### config.mk
export PLATFORM = sky130hd
export DESIGN_NAME = morse_codec_stream_top
export DESIGN_NICKNAME = d
export VERILOG_FILES = /design/src/rtl/mcs_pkg.sv /design/src/rtl/morse_codec_stream_top.sv /design/src/rtl/mcs_fifo.sv /design/src/rtl/mcs_front.sv /design/src/rtl/mcs_back.sv
export SDC_FILE = /design/constraint.sdc
export NUM_CORES = 1
export LEC_CHECK = 0
export BUFFER_PORTS_ARGS = -buffer_cell sky130_fd_sc_hd__buf_2
export CAP_MARGIN = 20
export CORE_MARGIN = 2
export CORE_UTILIZATION = 25
export CTS_CLUSTER_SIZE = 24
export DETAILED_ROUTE_END_ITERATION = 7
export GPL_ROUTABILITY_DRIVEN = 1
export HOLD_SLACK_MARGIN = 0.02
export MAX_ROUTING_LAYER = met4
export PLACE_DENSITY = 0.51
export REMOVE_ABC_BUFFERS = 1
export SLEW_MARGIN = 5
export SYNTH_ARGS = -nofsm -noshare
export SYNTH_HDL_FRONTEND = slang
export SYNTH_HIERARCHICAL = 1
export SYNTH_SLANG_ARGS = --single-unit
### constraint.sdc
create_clock -name clk -period 5.3 [get_ports clk]
set_input_delay 0.265 -clock clk [delete_from_list [all_inputs] [get_ports clk]]
set_output_delay 0.265 -clock clk [all_outputs]
set_load 0.01 [all_outputs]
### src/rtl/mcs_pkg.sv
package mcs_pkg;

  // ASCII codes used by the codec
  localparam logic [7:0] CH_NL    = 8'h0A;
  localparam logic [7:0] CH_SPACE = 8'h20;
  localparam logic [7:0] CH_DASH  = 8'h2D;
  localparam logic [7:0] CH_DOT   = 8'h2E;
  localparam logic [7:0] CH_SLASH = 8'h2F;
  localparam logic [7:0] CH_QUEST = 8'h3F;
  localparam logic [7:0] CH_LC_A  = 8'h61;
  localparam logic [7:0] CH_LC_Z  = 8'h7A;
  localparam logic [7:0] CASE_OFS = 8'h20;

  // Longest code in the table
  localparam int unsigned CODE_MAX_LEN = 5;
  localparam int unsigned NUM_CODES    = 36;

  // One code table entry: bit i of pat set means a dash at place i
  typedef struct packed {
    logic [7:0] ch;
    logic [2:0] len;
    logic [4:0] pat;
  } code_ent_t;

  localparam code_ent_t CODE_TAB [NUM_CODES] = '{
    '{8'h41, 3'd2, 5'b00010}, '{8'h42, 3'd4, 5'b00001}, '{8'h43, 3'd4, 5'b00101},
    '{8'h44, 3'd3, 5'b00001}, '{8'h45, 3'd1, 5'b00000}, '{8'h46, 3'd4, 5'b00100},
    '{8'h47, 3'd3, 5'b00011}, '{8'h48, 3'd4, 5'b00000}, '{8'h49, 3'd2, 5'b00000},
    '{8'h4A, 3'd4, 5'b01110}, '{8'h4B, 3'd3, 5'b00101}, '{8'h4C, 3'd4, 5'b00010},
    '{8'h4D, 3'd2, 5'b00011}, '{8'h4E, 3'd2, 5'b00001}, '{8'h4F, 3'd3, 5'b00111},
    '{8'h50, 3'd4, 5'b00110}, '{8'h51, 3'd4, 5'b01011}, '{8'h52, 3'd3, 5'b00010},
    '{8'h53, 3'd3, 5'b00000}, '{8'h54, 3'd1, 5'b00001}, '{8'h55, 3'd3, 5'b00100},
    '{8'h56, 3'd4, 5'b01000}, '{8'h57, 3'd3, 5'b00110}, '{8'h58, 3'd4, 5'b01001},
    '{8'h59, 3'd4, 5'b01101}, '{8'h5A, 3'd4, 5'b00011}, '{8'h30, 3'd5, 5'b11111},
    '{8'h31, 3'd5, 5'b11110}, '{8'h32, 3'd5, 5'b11100}, '{8'h33, 3'd5, 5'b11000},
    '{8'h34, 3'd5, 5'b10000}, '{8'h35, 3'd5, 5'b00000}, '{8'h36, 3'd5, 5'b00001},
    '{8'h37, 3'd5, 5'b00011}, '{8'h38, 3'd5, 5'b00111}, '{8'h39, 3'd5, 5'b01111}
  };

  // Command from front to back: symbols first, then up to two plain chars
  typedef struct packed {
    logic [4:0] sym_pat;
    logic [2:0] sym_len;
    logic [1:0] n_chr;
    logic [7:0] c0;
    logic [7:0] c1;
    logic       flag;
  } cmd_t;

  // One result item
  typedef struct packed {
    logic [7:0] ch;
    logic       last;
    logic       flag;
  } out_item_t;

  // Character to code; len is zero for an unknown character
  function automatic code_ent_t enc_lookup(input logic [7:0] ch);
    code_ent_t res;
    res = '0;
    for (int i = 0; i < NUM_CODES; i++) begin
      if (CODE_TAB[i].ch == ch) begin
        res = CODE_TAB[i];
      end
    end
    return res;
  endfunction

  // Code to character; '?' when no entry matches
  function automatic logic [7:0] dec_lookup(input logic [4:0] pat, input logic [2:0] len);
    logic [7:0] res;
    res = CH_QUEST;
    for (int i = 0; i < NUM_CODES; i++) begin
      if (CODE_TAB[i].len == len && CODE_TAB[i].pat == pat) begin
        res = CODE_TAB[i].ch;
      end
    end
    return res;
  endfunction

endpackage

### src/rtl/morse_codec_stream_top.sv
// Channel  Direction  Ports                                      Accepted when
// input    in         in_push, in_full, in_char_in, in_end_of_text  in_push && !in_full
// result   out        out_pop, out_empty, out_char_out, out_last, out_invalid_seen
//                                                                  out_pop && !out_empty
// config   in         cfg_valid, cfg_ready, cfg_direction        cfg_valid && cfg_ready
//
// An item is classified in the cycle it is accepted and queued as at most one command.
// The back end emits one result per cycle while the result queue is not full; an item
// yields 1 to 6 results, and items with no result only take the input handshake.
// Sustained rate is set by the back end's result sequencer.
// Reset is synchronous on rst_n and empties both queues and clears line state.
// in_full rises when the command queue is full; out_pop stalls hold the back end.
module morse_codec_stream_top #(
  parameter int unsigned MAX_SYMBOLS = 5,
  parameter int unsigned CMD_DEPTH   = 2,
  parameter int unsigned OUT_DEPTH   = 2
) (
  input  logic       clk,
  input  logic       rst_n,
  input  logic       in_push,
  output logic       in_full,
  input  logic [7:0] in_char_in,
  input  logic       in_end_of_text,
  output logic       out_empty,
  input  logic       out_pop,
  output logic [7:0] out_char_out,
  output logic       out_last,
  output logic       out_invalid_seen,
  input  logic       cfg_valid,
  output logic       cfg_ready,
  input  logic       cfg_direction
);

  logic               accept;
  logic               cmd_push;
  mcs_pkg::cmd_t      cmd_in, cmd_head;
  logic               cmd_empty, cmd_pop;
  logic               res_push, res_full;
  mcs_pkg::out_item_t res_item, res_head;

  assign cfg_ready = 1'b1;
  assign accept    = in_push && !in_full;

  mcs_front #(
    .MAX_SYMBOLS(MAX_SYMBOLS)
  ) u_front (
    .clk        (clk),
    .rst_n      (rst_n),
    .cfg_we     (cfg_valid && cfg_ready),
    .cfg_dir    (cfg_direction),
    .accept     (accept),
    .char_in    (in_char_in),
    .end_of_text(in_end_of_text),
    .cmd_push   (cmd_push),
    .cmd        (cmd_in)
  );

  // command queue between front and back
  mcs_fifo #(
    .WIDTH($bits(mcs_pkg::cmd_t)),
    .DEPTH(CMD_DEPTH)
  ) u_cmd_q (
    .clk  (clk),
    .rst_n(rst_n),
    .push (accept && cmd_push),
    .wdata(cmd_in),
    .full (in_full),
    .pop  (cmd_pop),
    .rdata(cmd_head),
    .empty(cmd_empty)
  );

  mcs_back u_back (
    .clk      (clk),
    .rst_n    (rst_n),
    .cmd_empty(cmd_empty),
    .cmd      (cmd_head),
    .cmd_pop  (cmd_pop),
    .out_full (res_full),
    .out_push (res_push),
    .out_item (res_item)
  );

  // result queue toward the consumer
  mcs_fifo #(
    .WIDTH($bits(mcs_pkg::out_item_t)),
    .DEPTH(OUT_DEPTH)
  ) u_out_q (
    .clk  (clk),
    .rst_n(rst_n),
    .push (res_push),
    .wdata(res_item),
    .full (res_full),
    .pop  (out_pop),
    .rdata(res_head),
    .empty(out_empty)
  );

  assign out_char_out     = res_head.ch;
  assign out_last         = res_head.last;
  assign out_invalid_seen = res_head.flag;

endmodule

### src/rtl/mcs_fifo.sv
module mcs_fifo #(
  parameter int unsigned WIDTH = 8,
  parameter int unsigned DEPTH = 2
) (
  input  logic             clk,
  input  logic             rst_n,
  input  logic             push,
  input  logic [WIDTH-1:0] wdata,
  output logic             full,
  input  logic             pop,
  output logic [WIDTH-1:0] rdata,
  output logic             empty
);

  localparam int unsigned AW = (DEPTH > 1) ? $clog2(DEPTH) : 1;
  localparam int unsigned CW = $clog2(DEPTH + 1);

  logic [WIDTH-1:0] mem [DEPTH];
  logic [AW-1:0]    wr_ptr_r, wr_ptr_nxt;
  logic [AW-1:0]    rd_ptr_r, rd_ptr_nxt;
  logic [CW-1:0]    cnt_r, cnt_nxt;
  logic             do_push, do_pop;

  assign full    = (cnt_r == CW'(DEPTH));
  assign empty   = (cnt_r == '0);
  assign do_push = push && !full;
  assign do_pop  = pop && !empty;
  assign rdata   = mem[rd_ptr_r];

  // pointer and fill count update
  always_comb begin
    wr_ptr_nxt = wr_ptr_r;
    rd_ptr_nxt = rd_ptr_r;
    cnt_nxt    = cnt_r;
    if (do_push) begin
      wr_ptr_nxt = (wr_ptr_r == AW'(DEPTH - 1)) ? '0 : wr_ptr_r + 1'b1;
    end
    if (do_pop) begin
      rd_ptr_nxt = (rd_ptr_r == AW'(DEPTH - 1)) ? '0 : rd_ptr_r + 1'b1;
    end
    if (do_push && !do_pop) begin
      cnt_nxt = cnt_r + 1'b1;
    end else if (do_pop && !do_push) begin
      cnt_nxt = cnt_r - 1'b1;
    end
  end

  always_ff @(posedge clk) begin
    if (!rst_n) begin
      wr_ptr_r <= '0;
      rd_ptr_r <= '0;
      cnt_r    <= '0;
    end else begin
      wr_ptr_r <= wr_ptr_nxt;
      rd_ptr_r <= rd_ptr_nxt;
      cnt_r    <= cnt_nxt;
    end
  end

  // storage, no reset
  always_ff @(posedge clk) begin
    if (do_push) begin
      mem[wr_ptr_r] <= wdata;
    end
  end

endmodule

### src/rtl/mcs_front.sv
module mcs_front #(
  parameter int unsigned MAX_SYMBOLS = 5
) (
  input  logic         clk,
  input  logic         rst_n,
  input  logic         cfg_we,
  input  logic         cfg_dir,
  input  logic         accept,
  input  logic [7:0]   char_in,
  input  logic         end_of_text,
  output logic         cmd_push,
  output mcs_pkg::cmd_t cmd
);

  localparam int unsigned PW = MAX_SYMBOLS;
  localparam int unsigned CW = $clog2(MAX_SYMBOLS + 2);

  logic          direction_r;
  logic [PW-1:0] pattern_r, pattern_nxt;
  logic [CW-1:0] count_r, count_nxt;
  logic          bad_r, bad_nxt;
  logic          word_open_r, word_open_nxt;
  logic          invalid_r, invalid_nxt;

  logic              has_letter;
  logic [7:0]        dec_char;
  logic [7:0]        folded;
  mcs_pkg::code_ent_t enc_ent;

  // letter flush result
  assign has_letter = (count_r != '0) || bad_r;
  always_comb begin
    if (!bad_r && count_r <= CW'(mcs_pkg::CODE_MAX_LEN) && count_r <= CW'(MAX_SYMBOLS)) begin
      dec_char = mcs_pkg::dec_lookup(pattern_r[4:0], count_r[2:0]);
    end else begin
      dec_char = mcs_pkg::CH_QUEST;
    end
  end

  // upper-case folding and encode lookup
  assign folded  = (char_in >= mcs_pkg::CH_LC_A && char_in <= mcs_pkg::CH_LC_Z) ?
                   char_in - mcs_pkg::CASE_OFS : char_in;
  assign enc_ent = mcs_pkg::enc_lookup(folded);

  // classify the item and build its command
  always_comb begin
    logic flag_v;
    pattern_nxt   = pattern_r;
    count_nxt     = count_r;
    bad_nxt       = bad_r;
    word_open_nxt = word_open_r;
    flag_v        = invalid_r;
    cmd           = '0;
    cmd_push      = 1'b0;
    if (end_of_text) begin
      cmd_push = 1'b1;
      if (!direction_r) begin
        cmd.c0        = mcs_pkg::CH_NL;
        cmd.c1        = mcs_pkg::CH_NL;
        cmd.n_chr     = word_open_r ? 2'd2 : 2'd1;
        word_open_nxt = 1'b0;
      end else if (has_letter) begin
        cmd.c0      = dec_char;
        cmd.c1      = mcs_pkg::CH_NL;
        cmd.n_chr   = 2'd2;
        flag_v      = flag_v || (dec_char == mcs_pkg::CH_QUEST);
        pattern_nxt = '0;
        count_nxt   = '0;
        bad_nxt     = 1'b0;
      end else begin
        cmd.c0    = mcs_pkg::CH_NL;
        cmd.n_chr = 2'd1;
      end
    end else if (!direction_r) begin
      if (folded == mcs_pkg::CH_SPACE) begin
        if (word_open_r) begin
          cmd_push      = 1'b1;
          cmd.c0        = mcs_pkg::CH_NL;
          cmd.n_chr     = 2'd1;
          word_open_nxt = 1'b0;
        end
      end else begin
        cmd_push      = 1'b1;
        word_open_nxt = 1'b1;
        if (enc_ent.len != '0) begin
          cmd.sym_pat = enc_ent.pat;
          cmd.sym_len = enc_ent.len;
          cmd.c0      = mcs_pkg::CH_SPACE;
          cmd.n_chr   = 2'd1;
        end else begin
          cmd.c0    = mcs_pkg::CH_QUEST;
          cmd.c1    = mcs_pkg::CH_SPACE;
          cmd.n_chr = 2'd2;
          flag_v    = 1'b1;
        end
      end
    end else begin
      if (char_in == mcs_pkg::CH_SPACE || char_in == mcs_pkg::CH_SLASH) begin
        cmd_push = has_letter || (char_in == mcs_pkg::CH_SLASH);
        if (has_letter) begin
          cmd.c0      = dec_char;
          cmd.c1      = mcs_pkg::CH_SPACE;
          cmd.n_chr   = (char_in == mcs_pkg::CH_SLASH) ? 2'd2 : 2'd1;
          flag_v      = flag_v || (dec_char == mcs_pkg::CH_QUEST);
          pattern_nxt = '0;
          count_nxt   = '0;
          bad_nxt     = 1'b0;
        end else begin
          cmd.c0    = mcs_pkg::CH_SPACE;
          cmd.n_chr = 2'd1;
        end
      end else if (char_in == mcs_pkg::CH_DOT || char_in == mcs_pkg::CH_DASH) begin
        if (count_r < CW'(MAX_SYMBOLS)) begin
          if (char_in == mcs_pkg::CH_DASH) begin
            pattern_nxt = pattern_r | (PW'(1) << count_r);
          end
          count_nxt = count_r + 1'b1;
        end else begin
          count_nxt = CW'(MAX_SYMBOLS + 1);
        end
      end else begin
        bad_nxt = 1'b1;
      end
    end
    cmd.flag    = flag_v;
    invalid_nxt = end_of_text ? 1'b0 : flag_v;
  end

  // line state; a direction write clears it
  always_ff @(posedge clk) begin
    if (!rst_n) begin
      direction_r <= 1'b0;
      pattern_r   <= '0;
      count_r     <= '0;
      bad_r       <= 1'b0;
      word_open_r <= 1'b0;
      invalid_r   <= 1'b0;
    end else if (cfg_we) begin
      direction_r <= cfg_dir;
      pattern_r   <= '0;
      count_r     <= '0;
      bad_r       <= 1'b0;
      word_open_r <= 1'b0;
      invalid_r   <= 1'b0;
    end else if (accept) begin
      pattern_r   <= pattern_nxt;
      count_r     <= count_nxt;
      bad_r       <= bad_nxt;
      word_open_r <= word_open_nxt;
      invalid_r   <= invalid_nxt;
    end
  end

  // end item clears the sticky flag
  a_end_clears_flag: assert property (@(posedge clk) disable iff (!rst_n)
    (accept && end_of_text && !cfg_we) |=> !invalid_r)
    else $error("invalid flag not cleared after end item");

  // symbol count saturates one past the limit
  a_count_bound: assert property (@(posedge clk) disable iff (!rst_n)
    count_r <= CW'(MAX_SYMBOLS + 1))
    else $error("symbol count out of range");

  // decode mode never opens an encode word
  a_no_word_in_decode: assert property (@(posedge clk) disable iff (!rst_n)
    direction_r |-> !word_open_r)
    else $error("word open in decode mode");

endmodule

### src/rtl/mcs_back.sv
module mcs_back (
  input  logic              clk,
  input  logic              rst_n,
  input  logic              cmd_empty,
  input  mcs_pkg::cmd_t     cmd,
  output logic              cmd_pop,
  input  logic              out_full,
  output logic              out_push,
  output mcs_pkg::out_item_t out_item
);

  logic          busy_r;
  logic [2:0]    step_r;
  mcs_pkg::cmd_t cur_r;
  logic [2:0]    total;
  logic          is_last;

  assign total    = cur_r.sym_len + {1'b0, cur_r.n_chr};
  assign is_last  = (step_r == total - 3'd1);
  assign out_push = busy_r && !out_full;
  assign cmd_pop  = !cmd_empty && (!busy_r || (out_push && is_last));

  // character for the current step
  always_comb begin
    out_item.last = is_last;
    out_item.flag = cur_r.flag;
    if (step_r < cur_r.sym_len) begin
      out_item.ch = cur_r.sym_pat[step_r] ? mcs_pkg::CH_DASH : mcs_pkg::CH_DOT;
    end else if (step_r == cur_r.sym_len) begin
      out_item.ch = cur_r.c0;
    end else begin
      out_item.ch = cur_r.c1;
    end
  end

  // step sequencer, one char per cycle unless the result queue is full
  always_ff @(posedge clk) begin
    if (!rst_n) begin
      busy_r <= 1'b0;
      step_r <= '0;
    end else if (cmd_pop) begin
      busy_r <= 1'b1;
      step_r <= '0;
    end else if (out_push) begin
      if (is_last) begin
        busy_r <= 1'b0;
      end else begin
        step_r <= step_r + 3'd1;
      end
    end
  end

  always_ff @(posedge clk) begin
    if (cmd_pop) begin
      cur_r <= cmd;
    end
  end

endmodule
==> results.sh <==
export IMPL_wirelength_um=15330
export IMPL_n_antenna_cell=0
export IMPL_min_from="cfg_direction"
export IMPL_relSlewSlack=0.3743
export IMPL_ys_warn_count=6
export IMPL_fin_ws_ns=1.961
export IMPL_hold_path_depth=3
export IMPL_overflow=0
export IMPL_antenna_found_initial=0
export IMPL_path_delay_family="adder cells"
export IMPL_cts_tree="yes"
export IMPL_async_reset_ff_frac=0
export IMPL_die_x_um=172.1
export IMPL_final_hold_violation_count=0
export IMPL_finClkSkew_ns=0.01196
export IMPL_rsz0062_at_grt="false"
export IMPL_viasPerCell=4.695
export IMPL_cpMostUsedCell="ha_1"
export IMPL_reg2reg_to="u_cmd_q/cnt_r[1]$_SDFFE_PN0P_"
export IMPL_synth_edf_count=101
export IMPL_die_area_um2=29630
export IMPL_path_max_fanout=28
export IMPL_grt_usage=0.1112
export IMPL_cts_hold_buf=0
export IMPL_finalCritPeriodShare=0.6299
export IMPL_drt_initial_drc_count=376
export IMPL_hold_class="input pin to flop"
export IMPL_start_util=0.2544
export IMPL_cts_root_buf="clkbuf_16"
export IMPL_area_delta_synth_final_pct=14.77
export IMPL_crit_type="flop to flop"
export IMPL_crit_required_ns=5.64
export IMPL_r2r_cells=13
export IMPL_stdcell_area_um2=8110
export IMPL_postPlaceCellArea_um2=7530
export IMPL_drt_pass1_iter_count=5
export IMPL_fillCellCount=2916
export IMPL_maxCapViolCount=0
export IMPL_synth_area_um2=7067
export IMPL_synth_seq_area_share=0.5028
export IMPL_placementRows=61
export IMPL_synth_seq_cells=127
export IMPL_setup_viol_count_final=0
export IMPL_crit_chain="inv_1 -> ha_1 -> inv_1 -> ha_1 -> xor2_1 -> or2_1 -> o31ai_1 -> nor2b_2 -> buf_4 -> o21ai_1 -> ha_1 -> or3_1 -> a21boi_1"
export IMPL_htreeDepth=4
export IMPL_fmax_mhz=299.5
export IMPL_fp_dieH_um=172.1
export IMPL_arrival_ns=3.68
export IMPL_place_inst=1041
export IMPL_syn_inst=668
export IMPL_clkTransAtPathRegs_ns=0.06
export IMPL_place_congestion=0.8712
export IMPL_layout_min_cycle_time_ns=3.339
export IMPL_vdd_drop_max_mv=0.2414
export IMPL_ioPinCount=28
export IMPL_grt_start_max_net_pins=29
export IMPL_post_dp_hpwl_um=10450
export IMPL_postRouteAntennaNets=0
export IMPL_wl_per_cell_um=14.29
export IMPL_cts_resized=0
export IMPL_synth_flop_cell="edfxtp_1"
export IMPL_clkSinkCount=127
export IMPL_fin_setup_tns_ns=0
export IMPL_cts_setup_buffers=0
export IMPL_leakagePower_nw=2.803
export IMPL_crit_buf_inv=3
export IMPL_core_area_um2=27780
export IMPL_utilization=0.2919
export IMPL_clock_path_buffers=2
export IMPL_endpoint_kind="flop"
export IMPL_r2r_start="u_back/cur_r[20]$_DFFE_PP_"
export IMPL_tightestPinTransition_ns=0.9299
export IMPL_layout_nets=713
export IMPL_cts_buffers=17
export IMPL_cp_slowest_stage_delay_ns=0.36
export IMPL_slew_violations=0
export IMPL_outcome="finished, final reports clean"
export IMPL_grt_pass1_vias=4603
export IMPL_synth_cell_types=81
export IMPL_dp_slack_ns=1.970
export IMPL_syn_avg_cell_area_um2=10.58
export IMPL_drive_gt1_frac=0.1741
export IMPL_cpMaxStageDelayCell="or3_1"
export IMPL_stdcell_count=1073
export IMPL_drc_errors=0
export IMPL_grt_pass1_wl_um=24780
export IMPL_hold_path_end="u_front/direction_r$_SDFFE_PN0P_"
export IMPL_powerDensity_nw_per_um2=444.6
export IMPL_insertion_delay_ns=0.41
export IMPL_holdWs_ns=0.1361
export IMPL_ff2ff_setup_slack_ns=1.96
export IMPL_power_mw=3.606
export IMPL_io_buffers=26
export IMPL_vias=5038
export IMPL_start_kind="flop"
[registers in the layout, summed over array words and instances (netlist names), 2 cells and up, named ones only]
name / flops
u_back/step_r: 3
u_out_q/cnt_r: 2
u_out_q/mem: 20
u_cmd_q/mem: 54
u_front/pattern_r: 5
u_cmd_q/cnt_r: 2
u_back/cur_r: 26
u_front/count_r: 3
[logic make-up (layout without fill, tap and decap cells)]
logic type,after synthesis,in the layout,share of synthesized area
adders and majority gates,16,16,0.02833
DFF,127,127,0.5028
AOI/OAI and AO/OA,169,169,0.1599
buffers and inverters,74,96,0.04710
other,2,7,0.001063
and+or+nand+nor,221,221,0.1694
muxes,46,46,0.07419
xor gates and xnor gates,13,13,0.01717
[power breakdown]
group,internal [mW],switching [mW]
Clock,0.733,0.417
Sequential,1.41,0.0922
Combinational,0.384,0.571
Total,2.53,1.08
[synth_stat cells, types with 8 or more instances]
library cell / n / area, um2
nand2_1: 50 / 187.7
buf_4: 12 / 90.09
nand3_1: 13 / 65.06
edfxtp_1: 101 / 3033
nor2b_1: 8 / 50.05
a21oi_1: 33 / 165.2
a21o_1: 8 / 60.06
inv_1: 31 / 116.4
nor2_1: 51 / 191.4
a31oi_1: 12 / 75.07
mux2_2: 38 / 427.9
nor3_1: 14 / 70.07
o21ai_0: 39 / 195.2
nand2b_1: 18 / 112.6
dfxtp_1: 26 / 520.5
clkbuf_1: 23 / 86.33
ha_1: 16 / 200.2
[final cells by class]
type                    count  area [um2]  share of cell area
flip-flops and latches    127        3553              0.4381
clock buffers              20       436.7             0.05384
repair buffers             32       175.2             0.02160
clock inverters            12       143.9             0.01774
multi-input cells         472        3208              0.3956
well taps                 378       473.0             0.05832
inverters                  32       120.1             0.01481
[how the worst max path moves through the flow]
stage / startpoint / end / slack, ns / cells past startpoint
CTS: u_back/cur_r[20]$_DFFE_PP_ / u_cmd_q/cnt_r[1]$_SDFFE_PN0P_ / 1.96 / 13
global route: u_back/cur_r[20]$_DFFE_PP_ / u_cmd_q/cnt_r[1]$_SDFFE_PN0P_ / 1.71 / 13
global placement: u_back/cur_r[20]$_DFFE_PP_ / u_cmd_q/cnt_r[1]$_SDFFE_PN0P_ / 2.02 / 13
finish: u_back/cur_r[20]$_DFFE_PP_ / u_cmd_q/cnt_r[1]$_SDFFE_PN0P_ / 1.96 / 13
floorplan: u_back/cur_r[20]$_DFFE_PP_ / u_cmd_q/cnt_r[1]$_SDFFE_PN0P_ / 1.17 / 12
detailed placement: in_char_in[4] / u_cmd_q/cnt_r[1]$_SDFFE_PN0P_ / 1.97 / 12
[routing by layer]
| metal | wire (um) | track usage | up-vias | share of wire |
|---|---|---|---|---|
| met5 | 0 | - | - | 0 |
| met2 | 6817 | 0.1605 | 105 | 0.44 |
| met1 | 7773 | 0.1542 | 2399 | 0.51 |
| met3 | 560 | 0.02495 | 13 | 0.037 |
| li1 | - | - | 2521 | - |
| met4 | 176 | 0.03654 | 0 | 0.011 |
[worst min-delay path: stages]
cell	delay (ns)
buf_2	0.09
mux2i_1	0.06
nor2b_1	0.10
[cells in the final DEF (no fill, tap or decap), types with 6 or more instances in the layout]
| cell | n |
|---|---|
| a31oi_1 | 12 |
| a22oi_1 | 7 |
| clkbuf_16 | 17 |
| and2_1 | 6 |
| dfxtp_1 | 26 |
| buf_2 | 26 |
| mux2_2 | 38 |
| and3_1 | 7 |
| or3_1 | 6 |
| nor3_1 | 14 |
| a21o_1 | 8 |
| o21a_1 | 6 |
| nand3_1 | 13 |
| nand2b_1 | 18 |
| nor2b_1 | 7 |
| nand3b_1 | 6 |
| buf_4 | 6 |
| edfxtp_1 | 101 |
| ha_1 | 16 |
| conb_1 | 7 |
| a211oi_1 | 6 |
| nor2_1 | 51 |
| inv_1 | 31 |
| o211ai_1 | 6 |
| nor4_1 | 7 |
| a21oi_1 | 33 |
| xor2_1 | 7 |
| o31ai_1 | 6 |
| mux2i_1 | 7 |
| o21ai_0 | 39 |
| nand2_1 | 50 |
Power figures use the tool's default switching activity.
